[src/rtl/core/meb_pkg.sv]
// ----------------------------------------------------------------------------
// Mandelbrot escape-time core package
// Widths, codes, shared types and saturation helper for the core.
// ----------------------------------------------------------------------------
package meb_pkg;

    // Plane values are signed Q4.28, zoom is unsigned Q16.16.
    localparam int DATA_W    = 32;
    localparam int FRAC_W    = 28;
    localparam int ZOOM_W    = 32;
    localparam int COORD_W   = 10;
    localparam int CNT_W     = 10;
    localparam int CFG_IDX_W = 4;

    // Picture sizes up to 4096 set the mapping widths.
    localparam int DEF_WIDTH  = 1024;
    localparam int DEF_HEIGHT = 1024;
    localparam int SIZE_W     = 13;
    localparam int DIFF_W     = 13;
    localparam int MAG_W      = 12;
    localparam int DEN_W      = ZOOM_W + SIZE_W - 1;

    // The mapping divides |pos - half| * 2^46 by zoom * size.
    localparam int MAP_SHIFT = 46;
    localparam int QUO_W     = 32;
    localparam int PRE_SHIFT = MAP_SHIFT - QUO_W;

    // Iteration datapath widths.
    localparam int PROD_W = 2 * DATA_W;
    localparam int SQ_W   = PROD_W - FRAC_W;
    localparam int SUM_W  = SQ_W + 2;

    localparam logic signed [DATA_W-1:0] DATA_MAX = {1'b0, {(DATA_W-1){1'b1}}};
    localparam logic signed [DATA_W-1:0] DATA_MIN = {1'b1, {(DATA_W-1){1'b0}}};
    localparam logic signed [SUM_W-1:0]  ESCAPE_BOUND = SUM_W'(4) <<< FRAC_W;

    localparam logic [ZOOM_W-1:0] ZOOM_RESET  = ZOOM_W'(65536);
    localparam logic [CNT_W-1:0]  LIMIT_RESET = CNT_W'(50);

    // Configuration register indexes.
    typedef enum logic [CFG_IDX_W-1:0] {
        CFG_ZOOM     = 4'd0,
        CFG_SHIFT_RE = 4'd1,
        CFG_SHIFT_IM = 4'd2,
        CFG_LIMIT    = 4'd3
    } t_cfg_idx;

    // Top-level sequencer states.
    typedef enum logic [2:0] {
        S_IDLE,
        S_PREP,
        S_LOAD,
        S_DIV,
        S_MAP,
        S_ITER,
        S_DONE
    } t_state;

    // Iteration unit states.
    typedef enum logic [1:0] {
        IT_IDLE,
        IT_MUL,
        IT_ADD
    } t_iter_state;

    // One divide job as it travels around the cell ring.
    typedef struct packed {
        logic [DEN_W-1:0] rem;
        logic [DEN_W-1:0] den;
        logic [QUO_W-1:0] quo;
        logic             neg;
        logic             ovf;
    } t_div_job;

    // Status handed from the iteration unit to the sequencer.
    typedef struct packed {
        logic             done;
        logic [CNT_W-1:0] count;
        logic             escaped;
    } t_iter_res;

    // Clamp a wide signed sum to the signed data range.
    function automatic logic signed [DATA_W-1:0] sat_data(input logic signed [SUM_W-1:0] v);
        logic signed [DATA_W-1:0] res;
        if (v > SUM_W'(DATA_MAX)) begin
            res = DATA_MAX;
        end else if (v < SUM_W'(DATA_MIN)) begin
            res = DATA_MIN;
        end else begin
            res = v[DATA_W-1:0];
        end
        return res;
    endfunction

endpackage

[src/rtl/core/meb_div_cell.sv]
// ----------------------------------------------------------------------------
// Mandelbrot divide cell
// One restoring-division step on the job handed over by the neighbor cell.
// ----------------------------------------------------------------------------
module meb_div_cell (
    input  logic              i_clk,
    input  logic              i_load,
    input  logic              i_run,
    input  meb_pkg::t_div_job i_init,
    input  meb_pkg::t_div_job i_prev,
    output meb_pkg::t_div_job o_job
);

    meb_pkg::t_div_job        r_job;
    meb_pkg::t_div_job        n_job;
    logic [meb_pkg::DEN_W:0]  rem_sh;
    logic                     fits;

    // Shift the partial remainder, subtract the divisor when it fits.
    always_comb begin
        rem_sh = {i_prev.rem, 1'b0};
        fits   = rem_sh >= {1'b0, i_prev.den};
        n_job  = r_job;
        if (i_load) begin
            n_job = i_init;
        end else if (i_run) begin
            n_job     = i_prev;
            n_job.rem = fits ? meb_pkg::DEN_W'(rem_sh - {1'b0, i_prev.den})
                             : rem_sh[meb_pkg::DEN_W-1:0];
            n_job.quo = {i_prev.quo[meb_pkg::QUO_W-2:0], fits};
        end
    end

    // Job payload register.
    always_ff @(posedge i_clk) begin
        r_job <= n_job;
    end

    assign o_job = r_job;

endmodule

[src/rtl/core/meb_div_ring.sv]
// ----------------------------------------------------------------------------
// Mandelbrot divide ring
// Two divide cells in a ring that carry the real and imaginary jobs.
// ----------------------------------------------------------------------------
module meb_div_ring (
    input  logic              i_clk,
    input  logic              i_rst_n,
    input  logic              i_load,
    input  meb_pkg::t_div_job i_job_re,
    input  meb_pkg::t_div_job i_job_im,
    output logic              o_busy,
    output meb_pkg::t_div_job o_job_re,
    output meb_pkg::t_div_job o_job_im
);

    localparam int STEP_W = $clog2(meb_pkg::QUO_W + 1);

    logic [STEP_W-1:0] r_steps;
    logic [STEP_W-1:0] n_steps;
    logic              run;
    meb_pkg::t_div_job job_a;
    meb_pkg::t_div_job job_b;

    assign run = (r_steps != '0);

    // Step counter: one quotient bit per cycle for each job.
    always_comb begin
        n_steps = r_steps;
        if (i_load) begin
            n_steps = STEP_W'(meb_pkg::QUO_W);
        end else if (run) begin
            n_steps = r_steps - STEP_W'(1);
        end
    end

    always_ff @(posedge i_clk) begin
        if (!i_rst_n) begin
            r_steps <= '0;
        end else begin
            r_steps <= n_steps;
        end
    end

    // The jobs swap cells every step; with an even number of steps each
    // job ends in the cell it was loaded into.
    meb_div_cell u_cell_a (
        .i_clk  (i_clk),
        .i_load (i_load),
        .i_run  (run),
        .i_init (i_job_re),
        .i_prev (job_b),
        .o_job  (job_a)
    );

    meb_div_cell u_cell_b (
        .i_clk  (i_clk),
        .i_load (i_load),
        .i_run  (run),
        .i_init (i_job_im),
        .i_prev (job_a),
        .o_job  (job_b)
    );

    assign o_busy   = run;
    assign o_job_re = job_a;
    assign o_job_im = job_b;

endmodule

[config.mk]
export PLATFORM = sky130hd
export DESIGN_NAME = meb_div_ring
export DESIGN_NICKNAME = d
export VERILOG_FILES = /design/src/rtl/core/meb_pkg.sv /design/src/rtl/core/meb_div_cell.sv /design/src/rtl/core/meb_div_ring.sv
export SDC_FILE = /design/constraint.sdc
export NUM_CORES = 1
export LEC_CHECK = 0
export BUFFER_PORTS_ARGS = -buffer_cell sky130_fd_sc_hd__buf_4
export CAP_MARGIN = 40
export CORE_AREA = 5 5 190 192
export DETAILED_ROUTE_END_ITERATION = 16
export DIE_AREA = 0 0 195 197
export GPL_TIMING_DRIVEN = 0
export PLACE_DENSITY_LB_ADDON = 0.3
export SLEW_MARGIN = 30
export SYNTH_ARGS = -nofsm -noshare
export SYNTH_HDL_FRONTEND = slang
export SYNTH_SLANG_ARGS = --single-unit
[constraint.sdc]
create_clock -name i_clk -period 24 [get_ports i_clk]
set_input_delay 3.6 -clock i_clk [delete_from_list [all_inputs] [get_ports i_clk]]
set_output_delay 3.6 -clock i_clk [all_outputs]
set_load 0.01 [all_outputs]
---- Word level (Yosys, flattened, before mapping) ----
Index checks and enable logic that the tools add are counted.
storage, ports and cells
  register bits after elaboration ......... 250
  output and inout port bits .............. 245
  logic and storage cells ................. 29
  bits of input ports ..................... 247
operators by class
  magnitude comparators ................... 2
  add/subtract/negate cells ............... 3
  bitwise gates (word level) .............. 1
  reductions and logical operators ........ 3
  multiplexer cells ....................... 8
operators with widths
  cell                                              count
  2-to-1 mux 122 bit                                4
  greater-or-equal comparator 45 x 44 -> 1 bit      2
  2-to-1 mux 44 bit                                 2
  subtractor 44 bit                                 2
  2-to-1 mux 6 bit                                  2
  nonzero test 6 bit                                1
  subtractor 6 x 1 -> 6 bit, second input constant  1
  nonzero test 2 bit                                1
  OR reduction 2 bit                                1
  inverter 1 bit                                    1

---- Longest topological paths before layout ----
Gate-level depths: netlist of run 1.
  word-level depth ........................ 4
  mapped depth ............................ 15
  gate-level depth less buffers ........... 12

---- Hierarchy ----
From an unflattened synthesis of run 1, not the netlist that was laid out.
second synthesis, totals
  cell total of the unflattened synthesis .. 1694
  area, all modules ....................... 16402.0 µm²
modules (own cells, without submodules)
  module        instances  sequential area each (µm²)  area each (µm²)  cells each
  meb_div_cell  2          3663.5                      8037.7           830
  meb_div_ring  1          120.1                       326.6            34

---- Least setup slack after synthesis of run 1 ----
No wires, ideal clock.
  path kind ............................... input-to-reg
  start point ............................. input i_load
  end point ............................... register u_cell_a.r_job, in the netlist u_cell_a.o_job[0] (enable)
  path buffers ............................ 3
  stages .................................. 5
  data arrival time ....................... 8.496 ns
  slack ................................... 13.637 ns
  library setup time ...................... 1.868 ns
  data required time ...................... 22.132 ns
  cells stage by stage .................... clkbuf_1 > inv_1 > clkbuf_1 > buf_1 > nand2_1
on the way
  cells in the longest elaborated chain, start to end .. 1
ends and longest elaborated chain
  item                                 RTL line            source
  start: declaration                   meb_div_ring.sv:8   input logic i_load,
  nonzero test 2 bit (no source line)  --
  end signal: assignment               meb_div_cell.sv:36  r_job <= n_job;
  end: declaration                     meb_div_cell.sv:14  meb_pkg::t_div_job r_job;
Every way passes these cells.
A chain may end at the register's enable or synchronous reset.

---- Worst setup path after layout of run 1 ----
  start point ............................. input i_load
  end point ............................... register u_cell_b.r_job, in the netlist u_cell_b.o_job[36] (enable)
on the way
  cells in the longest elaborated chain, start to end .. 1
ends and longest elaborated chain
  item                                 RTL line
  nonzero test 2 bit (no source line)  --
  end signal: assignment               meb_div_cell.sv:36
  end: declaration                     meb_div_cell.sv:14
Every way passes these cells.

==> metrics.txt, run 1 <==
# TYPE chip_impl_metric gauge
chip_impl_metric{name="max_freq",unit="MHz"} 156
chip_impl_info{name="dominantRegCellSynth",value="sky130_fd_sc_hd__edfxtp_1"} 1
chip_impl_metric{name="pre_cts_ws",unit="ps"} 17040
chip_impl_info{name="list_of_cells_traversed_by_the_critical_path",value="clkbuf_1 > inv_1 > clkbuf_1 > buf_1 > nand2_4 > buf_12 > buf_12 > buf_16"} 1
chip_impl_info{name="cts-root-buf",value="sky130_fd_sc_hd__clkbuf_16"} 1
chip_impl_metric{name="cts_hold_repair.buffers",unit=""} 0
chip_impl_metric{name="chipHeight",unit="um"} 197
chip_impl_metric{name="cts_repair_resize_count",unit=""} 0
chip_impl_metric{name="antenna_found_initial",unit=""} 2
chip_impl_metric{name="grt_start_max_net_pins",unit=""} 53
chip_impl_metric{name="ios",unit=""} 492
chip_impl_metric{name="clk_latency",unit="ps"} 580
chip_impl_metric{name="initial_core_util",unit=""} 0.481
chip_impl_metric{name="power.switching_fraction",unit=""} 0.458
chip_impl_metric{name="synth.net_count",unit=""} 2026
chip_impl_metric{name="count_of_input_and_output_buffers",unit=""} 490
chip_impl_metric{name="comb_power_share",unit=""} 0.611
chip_impl_metric{name="ctsLongestPathBuffers",unit=""} 3
chip_impl_metric{name="finalWirelength",unit="um"} 65700
chip_impl_metric{name="first_iter_violations",unit=""} 1677
chip_impl_metric{name="clock_tree.htree_level_count",unit=""} 1
chip_impl_metric{name="postSynthAreaPerCell",unit="sq um"} 9.74
chip_impl_metric{name="power_frac_clock",unit=""} 0.138
chip_impl_info{name="hold_end",value="r_steps[4]$_SDFFE_PP0P_"} 1
chip_impl_metric{name="post-cts-setup-buffer-count",unit=""} 0
chip_impl_metric{name="viasPerCell",unit=""} 5.89
chip_impl_metric{name="worstPathMaxFanout",unit=""} 49
chip_impl_metric{name="holdWs",unit="ps"} 497
chip_impl_metric{name="clkSlewWorstSetupHoldPaths",unit="ps"} 60
chip_impl_metric{name="power.ir.vdd_worst",unit="uV"} 78.7
chip_impl_metric{name="fin_nets",unit=""} 2560
chip_impl_metric{name="die_width",unit="um"} 195
chip_impl_metric{name="row_count",unit=""} 68
chip_impl_info{name="rsz0062_at_grt",value="false"} 1
chip_impl_metric{name="firstDrtPassIters",unit=""} 6
chip_impl_metric{name="ys_async_sr_fraction",unit=""} 0
chip_impl_metric{name="slew_violations",unit=""} 0
chip_impl_metric{name="postLayoutSetupSlackWorst",unit="ps"} 17590
chip_impl_metric{name="setup_tns",unit="ps"} 0
chip_impl_metric{name="power-per-cell-area",unit="mW/mm^2"} 151
chip_impl_metric{name="insertedDiodeCount",unit=""} 0
chip_impl_metric{name="seq_area_frac_synth",unit=""} 0.453
chip_impl_metric{name="layout_min_cycle_time",unit="ps"} 6410
chip_impl_metric{name="final_layout_size_suffix_gt1_frac",unit=""} 0.294
chip_impl_metric{name="power.static_leakage",unit="nW"} 9.78
chip_impl_metric{name="worst_slew_pin_slew",unit="ps"} 848
chip_impl_metric{name="report.final.hold_viol_count",unit=""} 0
chip_impl_metric{name="grt_pass1_wl",unit="um"} 95000
chip_impl_metric{name="hold_depth",unit=""} 2
chip_impl_metric{name="yosysUniqueCellTypes",unit=""} 72
chip_impl_metric{name="crit_required",unit="ps"} 24240
chip_impl_metric{name="routed-via-count",unit=""} 15900
chip_impl_metric{name="grt_util_all_layers",unit=""} 0.320
chip_impl_info{name="hp-start",value="r_steps[4]$_SDFFE_PP0P_"} 1
chip_impl_metric{name="dp.final_hpwl",unit="um"} 51800
chip_impl_metric{name="grt_pass1_vias",unit=""} 15600
chip_impl_metric{name="setup-violations-final",unit=""} 0
chip_impl_metric{name="mappedNetlistArea",unit="sq mm"} 0.0164
chip_impl_metric{name="intPower",unit="mW"} 1.79
chip_impl_metric{name="crit_arrival",unit="ps"} 6660
chip_impl_metric{name="synth_seq_cells",unit=""} 250
chip_impl_metric{name="core_area",unit="sq mm"} 0.0342
chip_impl_metric{name="tritoncts_num_sinks",unit=""} 250
chip_impl_info{name="holdCritPathClass",value="flop to flop"} 1
chip_impl_metric{name="cts_buffers",unit=""} 28
chip_impl_info{name="worst_setup_path_end_kind",value="flop"} 1
chip_impl_info{name="r2r_start",value="u_cell_a.o_job[87]$_DFFE_PP_"} 1
chip_impl_metric{name="layout_worst_path_cycle_share",unit=""} 0.267
chip_impl_info{name="startpoint_of_the_worst_setup_timing_path",value="i_load"} 1
chip_impl_metric{name="count_of_warnings_emitted_by_yosys",unit=""} 0
chip_impl_metric{name="total_switching_power",unit="mW"} 1.51
chip_impl_metric{name="ant_nets",unit=""} 0
chip_impl_metric{name="final.setup_skew",unit="ps"} 20.9
chip_impl_metric{name="max_stage_delay",unit="ps"} 600
chip_impl_metric{name="syn_inst",unit=""} 1688
chip_impl_metric{name="post-route-drc-count",unit=""} 0
chip_impl_info{name="critical_path.startpoint_type",value="input pin"} 1
chip_impl_metric{name="avgRoutedWirePerCell",unit="um"} 24.4
chip_impl_metric{name="worst-r2r-setup-slack",unit="ps"} 19860
chip_impl_metric{name="layout-area-overhead-vs-synth",unit="%"} 33.1
chip_impl_info{name="timing.rr.end",value="u_cell_b.o_job[121]$_DFFE_PP_"} 1
chip_impl_metric{name="share_seq_of_total_power",unit=""} 0.251
chip_impl_info{name="result_of_the_run",value="completed"} 1
chip_impl_info{name="tritoncts",value="built"} 1
chip_impl_metric{name="synth_enable_flop_cells",unit=""} 244
chip_impl_info{name="path_class",value="input pin to flop"} 1
chip_impl_metric{name="fp.dieArea",unit="sq mm"} 0.0384
chip_impl_metric{name="rr_worst_depth",unit=""} 12
chip_impl_metric{name="grt_remaining_overflow",unit=""} 0
chip_impl_metric{name="maxCapViolCount",unit=""} 0
chip_impl_metric{name="place_congestion",unit=""} 0.969
chip_impl_info{name="crit_slowest_cell",value="sky130_fd_sc_hd__clkbuf_1"} 1
chip_impl_metric{name="placed_area",unit="sq mm"} 0.0209
chip_impl_metric{name="stdcell_area",unit="sq mm"} 0.0219
chip_impl_metric{name="timing.max_slew.rel_slack",unit=""} 0.428
-- synthesized netlist by cell type, drive strengths merged (6+ instances only) --
cell type | instances | area share
mux2 | 70 | 0.048
mux2i | 39 | 0.024
a31oi | 33 | 0.013
and4 | 6 | 0.0032
o21bai | 8 | 0.0037
and3 | 22 | 0.0087
ha | 89 | 0.068
inv | 111 | 0.025
nor2 | 69 | 0.016
nand2b | 11 | 0.0042
xor2 | 36 | 0.019
o31ai | 6 | 0.0036
a221o | 9 | 0.0055
nor3 | 31 | 0.010
edfxtp | 244 | 0.45
a21oi | 115 | 0.035
a21o | 48 | 0.022
nor2b | 11 | 0.0042
nand4 | 19 | 0.0072
dfxtp | 6 | 0.0073
nand3 | 26 | 0.0079
a211oi | 11 | 0.0056
o211ai | 13 | 0.0069
buf | 23 | 0.0091
xnor2 | 44 | 0.023
and2 | 8 | 0.0030
a2111oi | 6 | 0.0043
clkbuf | 66 | 0.015
nand2 | 256 | 0.058
o21ai | 182 | 0.056
o21a | 11 | 0.0050
-- flip-flops by register name (all words and copies together) (netlist names) --
register and flops:
r_steps 6, u_cell_a.o_job 122, u_cell_b.o_job 122
-- routing by layer --
layer,vias to the layer above,part of all wire,GRT usage
met5,-,0.00052,0
met4,4,0.024,0.0753
met3,106,0.099,0.0643
met2,900,0.47,0.531
met1,7641,0.41,0.436
li1,7241,-,-
-- logic make-up after synthesis --
logic type               share of synthesized area
XOR/XNOR                                    0.0426
AO/OA/AOI/OAI                                0.182
adder cells (fa/ha/maj)                     0.0702
AND/OR/NAND/NOR                              0.131
buffers and inverters                       0.0495
multiplexers                                0.0717
flip-flops                                   0.453
-- area by class of cell --
type | count | area (sq um)
fill | 2928 | 12300
multi-input combinational | 1238 | 8180
sequential | 250 | 7450
timing repair buffer | 504 | 3890
clock buffer | 32 | 716
tap | 455 | 569
inverter | 111 | 417
buffer | 89 | 397
clock inverter | 19 | 248
-- power by group through the flow --
stage                     Clock (mW)  Combinational, mW  Sequential (mW)
after floorplan                    0               1.20            0.892
after global placement             0               1.93            0.861
after detailed placement           0               1.97            0.833
after CTS                      0.460               1.98            0.827
after global routing           0.477               2.17            0.846
final                          0.456               2.02            0.830
-- critical path, delay by kind of cell --
family | cells | cell delay, ps
buf+inv | 7 | 2570
simple gates | 1 | 390
-- cell usage in the layout, fill, tap and decap left out, drive strengths merged, types with 5 or more instances in the layout --
| cell type | count |
|---|---|
| and3 | 22 |
| clkbuf | 98 |
| mux2i | 39 |
| bufinv | 5 |
| a2111oi | 6 |
| clkinv | 12 |
| a21o | 48 |
| o211ai | 13 |
| nand4 | 19 |
| nand2 | 256 |
| buf | 527 |
| xor2 | 36 |
| nor3 | 31 |
| inv | 111 |
| ha | 89 |
| a41oi | 5 |
| a31oi | 33 |
| nor2 | 69 |
| o21ai | 182 |
| a211o | 5 |
| a211oi | 11 |
| mux2 | 70 |
| a21oi | 115 |
| nand3 | 26 |
| o21bai | 8 |
| and2 | 8 |
| a21boi | 5 |
| o21a | 11 |
| dfxtp | 6 |
| o31ai | 6 |
| a221o | 9 |
| edfxtp | 244 |
| xnor2 | 44 |
| nand2b | 11 |
| and4 | 6 |
| nor2b | 11 |
-- metrics by stage --
step | util | total power, mW | cells
6_report | 0.639 | 3.31 | 2698
5_1_grt | 0.639 | 3.50 | 2698
4_1_cts | 0.639 | 3.27 | 2696
3_5_place_dp | 0.611 | 2.80 | 2645
3_3_place_gp | 0.605 | 2.79 | 2633
2_1_floorplan | - | 2.09 | 1688
-- worst max-delay path by stage --
stage               slack (ps)                      endpoint  depth (start not counted)
floorplan                13640   u_cell_a.o_job[0]$_DFFE_PP_                          5
CTS                      17650  u_cell_b.o_job[36]$_DFFE_PP_                          8
finish                   17590  u_cell_b.o_job[36]$_DFFE_PP_                          8
detailed placement       17040  u_cell_a.o_job[38]$_DFFE_PP_                          8
global route             17530  u_cell_b.o_job[36]$_DFFE_PP_                          8
global placement          9310  u_cell_b.o_job[38]$_DFFE_PP_                          5
(Power assumes the default switching activity.)
==> run 2: changes to the inputs <==
==> constraint.sdc (replaced) <==
create_clock -name i_clk -period 6.6 [get_ports i_clk]
set_input_delay 0.99 -clock i_clk [delete_from_list [all_inputs] [get_ports i_clk]]
set_output_delay 0.99 -clock i_clk [all_outputs]
set_load 0.01 [all_outputs]
==> run 2 against run 1 <==
Effect of this change: worst hold slack improved by 8.1 ps; largest power group unchanged; count of clock-buffer cells in the layout rose by 8; non-clock buffer count fell by 8; global-route usage is 0.25 points lower; final area is 0.64% lower; clock power grew to 3.4 times the previous value.
==> metrics.txt, run 2 (synthesized netlist as in run 1, its figures left out) <==
# TYPE chip_impl_metric gauge
chip_impl_metric{name="count_of_input_and_output_buffers",unit=""} 490
chip_impl_metric{name="setup_tns",unit="ps"} 0
chip_impl_info{name="path_class",value="flop to flop"} 1
chip_impl_metric{name="holdWs",unit="ps"} 505
chip_impl_info{name="most-common-layout-cells",value="490 x sky130_fd_sc_hd__buf_4, 255 x sky130_fd_sc_hd__nand2_1, 244 x sky130_fd_sc_hd__edfxtp_1"} 1
chip_impl_metric{name="stdcell_area",unit="sq mm"} 0.0217
chip_impl_metric{name="routed-via-count",unit=""} 15800
chip_impl_metric{name="grt_util_all_layers",unit=""} 0.317
chip_impl_metric{name="ios",unit=""} 492
chip_impl_metric{name="power.ir.vdd_worst",unit="uV"} 255
chip_impl_metric{name="detailroute.wirelength.met3",unit="um"} 6290
chip_impl_info{name="cts-root-buf",value="sky130_fd_sc_hd__clkbuf_16"} 1
chip_impl_metric{name="report.final.hold_viol_count",unit=""} 0
chip_impl_metric{name="fp.dieArea",unit="sq mm"} 0.0384
chip_impl_metric{name="initial_core_util",unit=""} 0.481
chip_impl_metric{name="layout_worst_path_cycle_share",unit=""} 0.602
chip_impl_metric{name="fin_util",unit=""} 0.635
chip_impl_metric{name="ctsLongestPathBuffers",unit=""} 3
chip_impl_metric{name="die_width",unit="um"} 195
chip_impl_metric{name="grt_pass1_wl",unit="um"} 94200
chip_impl_metric{name="layout-area-overhead-vs-synth",unit="%"} 32.2
chip_impl_metric{name="grt_remaining_overflow",unit=""} 0
chip_impl_metric{name="grt_pass1_vias",unit=""} 15200
chip_impl_info{name="holdCritPathClass",value="flop to flop"} 1
chip_impl_metric{name="viasPerCell",unit=""} 5.86
chip_impl_metric{name="cts_repair_resize_count",unit=""} 0
chip_impl_info{name="tritoncts",value="built"} 1
chip_impl_metric{name="maxCapViolCount",unit=""} 0
chip_impl_metric{name="worst_slew_pin_slew",unit="ps"} 947
chip_impl_metric{name="post-route-drc-count",unit=""} 0
chip_impl_metric{name="antenna_found_initial",unit=""} 1
chip_impl_metric{name="clock_tree.htree_level_count",unit=""} 1
chip_impl_metric{name="clkSlewWorstSetupHoldPaths",unit="ps"} 60
chip_impl_metric{name="firstDrtPassIters",unit=""} 5
chip_impl_metric{name="detail_route.wirelength.met1",unit="um"} 26900
chip_impl_metric{name="place_congestion",unit=""} 0.949
chip_impl_metric{name="setup-violations-final",unit=""} 0
chip_impl_info{name="most_common_cell_after_layout_fill_and_taps_aside",value="sky130_fd_sc_hd__buf_4"} 1
chip_impl_metric{name="slew_violations",unit=""} 0
chip_impl_metric{name="tritoncts_num_sinks",unit=""} 250
chip_impl_metric{name="cts_hold_repair.buffers",unit=""} 0
chip_impl_metric{name="fin_total_pwr",unit="mW"} 11.9
chip_impl_metric{name="power-per-cell-area",unit="mW/mm^2"} 548
chip_impl_metric{name="max_freq",unit="MHz"} 252
chip_impl_metric{name="finalWirelength",unit="um"} 65400
chip_impl_metric{name="met2_wire_len",unit="um"} 30900
chip_impl_info{name="rsz0062_at_grt",value="false"} 1
chip_impl_metric{name="final_layout_size_suffix_gt1_frac",unit=""} 0.293
chip_impl_metric{name="chipHeight",unit="um"} 197
chip_impl_metric{name="cts_buffers",unit=""} 29
chip_impl_info{name="worst_setup_path_end_kind",value="flop"} 1
chip_impl_info{name="critical_path.startpoint_type",value="flop"} 1
chip_impl_metric{name="placed_area",unit="sq mm"} 0.0208
chip_impl_metric{name="first_iter_violations",unit=""} 1622
chip_impl_metric{name="post-cts-setup-buffer-count",unit=""} 0
chip_impl_metric{name="power.static_leakage",unit="nW"} 9.73
chip_impl_metric{name="row_count",unit=""} 68
chip_impl_metric{name="crit_arrival",unit="ps"} 4240
chip_impl_info{name="result_of_the_run",value="completed"} 1
chip_impl_metric{name="fin_nets",unit=""} 2553
chip_impl_info{name="routed.top_layer",value="met4"} 1
chip_impl_metric{name="worstPathMaxFanout",unit=""} 10
chip_impl_metric{name="grt_start_max_net_pins",unit=""} 90
chip_impl_metric{name="ant_nets",unit=""} 0
chip_impl_metric{name="final.setup_skew",unit="ps"} 26.1
chip_impl_metric{name="crit_required",unit="ps"} 6870
chip_impl_metric{name="layout_min_cycle_time",unit="ps"} 3970
chip_impl_metric{name="core_area",unit="sq mm"} 0.0342
chip_impl_metric{name="avgRoutedWirePerCell",unit="um"} 24.3
chip_impl_metric{name="dp.final_hpwl",unit="um"} 51200
chip_impl_metric{name="clk_latency",unit="ps"} 580
chip_impl_metric{name="timing.max_slew.rel_slack",unit=""} 0.369
run 2: changes by cell type in the layout (fill, tap and decap cells not counted), sizes merged:
cell / before / now
buf: 527 / 518
bufinv: 5 / 1
clkbuf: 98 / 106
clkinv: 12 / 10
clkinvlp: 2 / 0
diode: 0 / 1
dlymetal6s2s: 0 / 1
inv: 111 / 112
run 2: power breakdown:
part | switching, mW | internal (mW)
logic | 4.34 | 2.98
registers | 0.474 | 2.56
clock network | 0.666 | 0.902
total | 5.48 | 6.44
run 2: through the flow:
stage	worst slack (ps)	instances
after CTS	2700	2689
final	2630	2692
after global placement	-1830	2633
after detailed placement	2180	2637
after global routing	2480	2692
after floorplan	1310	1688
run 2: worst paths after layout:
check / slack, ps / end / from / cells after the start
setup reg to reg: 2630 / u_cell_a.o_job[115]$_DFFE_PP_ / u_cell_b.o_job[83]$_DFFE_PP_ / 11
setup / recovery: 2630 / u_cell_a.o_job[115]$_DFFE_PP_ / u_cell_b.o_job[83]$_DFFE_PP_ / 11
hold / removal: 510 / r_steps[4]$_SDFFE_PP0P_ / r_steps[4]$_SDFFE_PP0P_ / 2
hold reg to reg: 510 / r_steps[4]$_SDFFE_PP0P_ / r_steps[4]$_SDFFE_PP0P_ / 2
run 2: final cells by class:
class                      count  area [sq um]
antenna                        1          2.50
buffer                        89           399
sequential                   250          7450
fill                        2898         12500
clock inverter                12           101
clock buffer                  40           817
timing repair buffer         496          3780
multi-input combinational   1238          8200
tap                          455           569
inverter                     111           417
run 2: worst max-delay path, stage by stage (launching register included):
cell and delay [ps]:
sky130_fd_sc_hd__edfxtp_1 490, sky130_fd_sc_hd__ha_1 400, sky130_fd_sc_hd__a2111o_1 490, sky130_fd_sc_hd__o2111ai_1 350, sky130_fd_sc_hd__a211oi_2 130, sky130_fd_sc_hd__nor2_2 350, sky130_fd_sc_hd__o31ai_4 180, sky130_fd_sc_hd__a31oi_4 280
sky130_fd_sc_hd__buf_2 450, sky130_fd_sc_hd__nor2_1 100, sky130_fd_sc_hd__a211oi_1 350, sky130_fd_sc_hd__a21oi_1 70
run 2: layer usage:
metal,global-route usage,up-vias
li1,-,7220
met1,0.440,7586
met2,0.526,866
met3,0.0607,94
met4,0.0639,0
met5,0,-
==> run 3: changes to the inputs <==
--- a/config.mk
+++ b/config.mk
@@ -7,9 +7,9 @@
 export LEC_CHECK = 0
 export BUFFER_PORTS_ARGS = -buffer_cell sky130_fd_sc_hd__buf_4
 export CAP_MARGIN = 40
-export CORE_AREA = 5 5 190 192
+export CORE_MARGIN = 5
+export CORE_UTILIZATION = 48
 export DETAILED_ROUTE_END_ITERATION = 16
-export DIE_AREA = 0 0 195 197
 export GPL_TIMING_DRIVEN = 0
 export PLACE_DENSITY_LB_ADDON = 0.3
 export SLEW_MARGIN = 30
==> constraint.sdc (replaced) <==
create_clock -name i_clk -period 3.4 [get_ports i_clk]
set_input_delay 0.51 -clock i_clk [delete_from_list [all_inputs] [get_ports i_clk]]
set_output_delay 0.51 -clock i_clk [all_outputs]
set_load 0.01 [all_outputs]
==> run 3 against run 2 <==
Effect of this change: the run now ends with negative setup slack left; maximum frequency is 12% higher; die area decreased by 0.96%; first-iteration DRC count increased by 9.0%; clock skew shrank 12 ps; via count is 3.8% higher; final area grew 6.3%; combinational power up 130%; critical endpoint is now u_cell_a.o_job[79]$_DFFE_PP_; largest cell class unchanged; largest power group unchanged.
==> metrics.txt, run 3 (synthesized netlist as in run 1, its figures left out) <==
# TYPE chip_impl_metric gauge
chip_impl_info{name="result_of_the_run",value="complete, but fails checks"} 1
chip_impl_info{name="violations",value="negative setup slack"} 1
chip_impl_metric{name="ctsLongestPathBuffers",unit=""} 3
chip_impl_info{name="hold_end",value="u_cell_a.o_job[109]$_DFFE_PP_"} 1
chip_impl_metric{name="layout_min_cycle_time",unit="ps"} 3540
chip_impl_metric{name="routed-via-count",unit=""} 16400
chip_impl_metric{name="layout_worst_path_cycle_share",unit=""} 1.04
chip_impl_metric{name="ant_nets",unit=""} 0
chip_impl_info{name="most_common_cell_after_layout_fill_and_taps_aside",value="sky130_fd_sc_hd__buf_4"} 1
chip_impl_metric{name="cts_buffers",unit=""} 28
chip_impl_metric{name="row_count",unit=""} 67
chip_impl_metric{name="pre_cts_ws",unit="ps"} -898
chip_impl_metric{name="clock_tree.htree_level_count",unit=""} 1
chip_impl_metric{name="maxCapViolCount",unit=""} 0
chip_impl_metric{name="chipHeight",unit="um"} 195
chip_impl_metric{name="initial_core_util",unit=""} 0.488
chip_impl_info{name="critical_path.startpoint_type",value="flop"} 1
chip_impl_metric{name="insertedDiodeCount",unit=""} 0
chip_impl_info{name="cts-root-buf",value="sky130_fd_sc_hd__clkbuf_16"} 1
chip_impl_metric{name="worstPathMaxFanout",unit=""} 5
chip_impl_metric{name="power.ir.vdd_worst",unit="uV"} 549
chip_impl_metric{name="viasPerCell",unit=""} 5.99
chip_impl_metric{name="share_seq_of_total_power",unit=""} 0.230
chip_impl_metric{name="power.static_leakage",unit="nW"} 10.1
chip_impl_info{name="most-common-layout-cells",value="543 x sky130_fd_sc_hd__buf_4, 249 x sky130_fd_sc_hd__nand2_1, 244 x sky130_fd_sc_hd__edfxtp_1"} 1
chip_impl_metric{name="postLayoutSetupSlackWorst",unit="ps"} -136
chip_impl_info{name="tritoncts",value="built"} 1
chip_impl_metric{name="max_stage_delay",unit="ps"} 480
chip_impl_metric{name="setup-violations-final",unit=""} 39
chip_impl_metric{name="dp.final_hpwl",unit="um"} 51800
chip_impl_metric{name="crit_arrival",unit="ps"} 3840
chip_impl_metric{name="grt_remaining_overflow",unit=""} 0
chip_impl_metric{name="max_freq",unit="MHz"} 283
chip_impl_metric{name="grt_pass1_wl",unit="um"} 97700
chip_impl_metric{name="clk_latency",unit="ps"} 560
chip_impl_info{name="rsz0062_at_grt",value="true"} 1
chip_impl_metric{name="cts_hold_repair.buffers",unit=""} 0
chip_impl_info{name="worst_setup_path_end_kind",value="flop"} 1
chip_impl_metric{name="post-route-drc-count",unit=""} 0
chip_impl_metric{name="first_iter_violations",unit=""} 1768
chip_impl_metric{name="clkSlewWorstSetupHoldPaths",unit="ps"} 60
chip_impl_metric{name="fp.dieArea",unit="sq mm"} 0.0380
chip_impl_metric{name="count_of_input_and_output_buffers",unit=""} 490
chip_impl_metric{name="grt_start_max_net_pins",unit=""} 85
chip_impl_metric{name="avgRoutedWirePerCell",unit="um"} 25.1
chip_impl_metric{name="layout-area-overhead-vs-synth",unit="%"} 40.5
chip_impl_metric{name="fin_nets",unit=""} 2600
chip_impl_info{name="r2r_start",value="u_cell_b.o_job[80]$_DFFE_PP_"} 1
chip_impl_metric{name="power-per-cell-area",unit="mW/mm^2"} 1120
chip_impl_metric{name="hold_depth",unit=""} 2
chip_impl_metric{name="worst_slew_pin_slew",unit="ps"} 1280
chip_impl_metric{name="report.final.hold_viol_count",unit=""} 0
chip_impl_info{name="timing.rr.end",value="u_cell_a.o_job[79]$_DFFE_PP_"} 1
chip_impl_info{name="path_class",value="flop to flop"} 1
chip_impl_metric{name="firstDrtPassIters",unit=""} 5
chip_impl_metric{name="final.setup_skew",unit="ps"} 14.5
chip_impl_metric{name="finalWirelength",unit="um"} 68600
chip_impl_metric{name="worst-r2r-setup-slack",unit="ps"} -140
chip_impl_metric{name="grt_pass1_vias",unit=""} 15800
chip_impl_info{name="hp-start",value="i_job_re[109]"} 1
chip_impl_metric{name="holdWs",unit="ps"} 231
chip_impl_metric{name="tritoncts_num_sinks",unit=""} 250
chip_impl_metric{name="comb_power_share",unit=""} 0.659
chip_impl_metric{name="power.switching_fraction",unit=""} 0.459
chip_impl_info{name="holdCritPathClass",value="input pin to flop"} 1
chip_impl_metric{name="intPower",unit="mW"} 14.0
chip_impl_metric{name="timing.max_slew.rel_slack",unit=""} 0.148
chip_impl_metric{name="antenna_found_initial",unit=""} 0
chip_impl_metric{name="crit_required",unit="ps"} 3710
chip_impl_metric{name="die_width",unit="um"} 195
chip_impl_metric{name="grt_util_all_layers",unit=""} 0.331
chip_impl_metric{name="rr_worst_depth",unit=""} 14
chip_impl_metric{name="place_congestion",unit=""} 0.965
chip_impl_metric{name="final_layout_size_suffix_gt1_frac",unit=""} 0.360
chip_impl_metric{name="core_area",unit="sq mm"} 0.0337
chip_impl_metric{name="power_frac_clock",unit=""} 0.111
chip_impl_metric{name="total_switching_power",unit="mW"} 11.9
chip_impl_metric{name="slew_violations",unit=""} 0
chip_impl_info{name="crit_slowest_cell",value="sky130_fd_sc_hd__edfxtp_1"} 1
chip_impl_info{name="list_of_cells_traversed_by_the_critical_path",value="ha_4 > o21a_1 > o31a_1 > o2111ai_2 > a211oi_2 > nor2_4 > o31ai_4 > a31oi_4 > buf_6 > buf_8 > buf_4 > nand2_2 > o21ai_1 > mux2_4"} 1
chip_impl_metric{name="ios",unit=""} 492
-- run 3: what timing repair did --
action                                  in CTS  in global routing
resized for setup                           63                137
pin swaps                                   12                 35
gates cloned                                 2                  1
endpoints found under the setup margin     165                 88
buffers inserted                            17                 44
-- run 3: layout make-up --
type	count	area [sq um]
clock inverter	14	95.1
multi-input combinational	1239	9060
inverter	111	417
timing repair buffer	560	4340
tap	448	561
fill	2650	10600
buffer	72	423
clock buffer	36	752
sequential	250	7450
-- run 3: power groups by stage --
stage	Combinational, mW	Clock, mW	Sequential [mW]
global placement	13.8	0	5.88
detailed placement	14.0	0	5.88
CTS	14.9	2.90	5.86
floorplan	8.48	0	6.15
global route	18.0	3.03	6.05
finish	17.0	2.88	5.95
-- run 3: per-stage QoR --
stage	setup TNS (ps)	utilization	cell area (sq um)	std cells	total power, mW
5_1_grt	-4140	0.685	23100	2730	27.1
6_report	-2370	0.685	23100	2730	25.9
4_1_cts	-30.4	0.657	22100	2697	23.6
3_3_place_gp	-415310	0.614	20700	2626	19.6
2_1_floorplan	0	-	16500	1688	14.6
3_5_place_dp	-141780	0.617	20800	2632	19.8
-- run 3: worst max-delay path by stage --
stage / startpoint / to / slack [ps] / cells past startpoint
6_report: u_cell_b.o_job[80]$_DFFE_PP_ / u_cell_a.o_job[79]$_DFFE_PP_ / -140 / 14
5_1_grt: u_cell_b.o_job[80]$_DFFE_PP_ / u_cell_a.o_job[79]$_DFFE_PP_ / -180 / 14
4_1_cts: u_cell_b.o_job[35]$_DFFE_PP_ / u_cell_a.o_job[107]$_DFFE_PP_ / -20 / 14
3_5_place_dp: i_load / u_cell_a.o_job[83]$_DFFE_PP_ / -900 / 7
3_3_place_gp: i_load / u_cell_a.o_job[40]$_DFFE_PP_ / -1670 / 5
2_1_floorplan: u_cell_b.o_job[86]$_DFFE_PP_ / u_cell_a.o_job[87]$_DFFE_PP_ / 460 / 12
-- run 3: layer usage --
| metal | global-route usage | vias up | share of wire | wire length [um] |
|---|---|---|---|---|
| li1 | - | 7324 | - | - |
| met1 | 0.462 | 7832 | 0.40 | 27500 |
| met2 | 0.528 | 1058 | 0.46 | 31400 |
| met3 | 0.0620 | 145 | 0.11 | 7270 |
| met4 | 0.0970 | 0 | 0.036 | 2490 |
| met5 | 0 | - | 0 | 0 |
-- run 3: critical path, delay by kind of cell (launching register included) --
family / cells / cell delay (ps)
AO/OA/AOI/OAI: 7 / 1580
adder cells (fa/ha/maj): 1 / 340
buffers and inverters: 3 / 460
flip-flops: 1 / 480
multiplexers: 1 / 250
AND/OR/NAND/NOR: 2 / 160
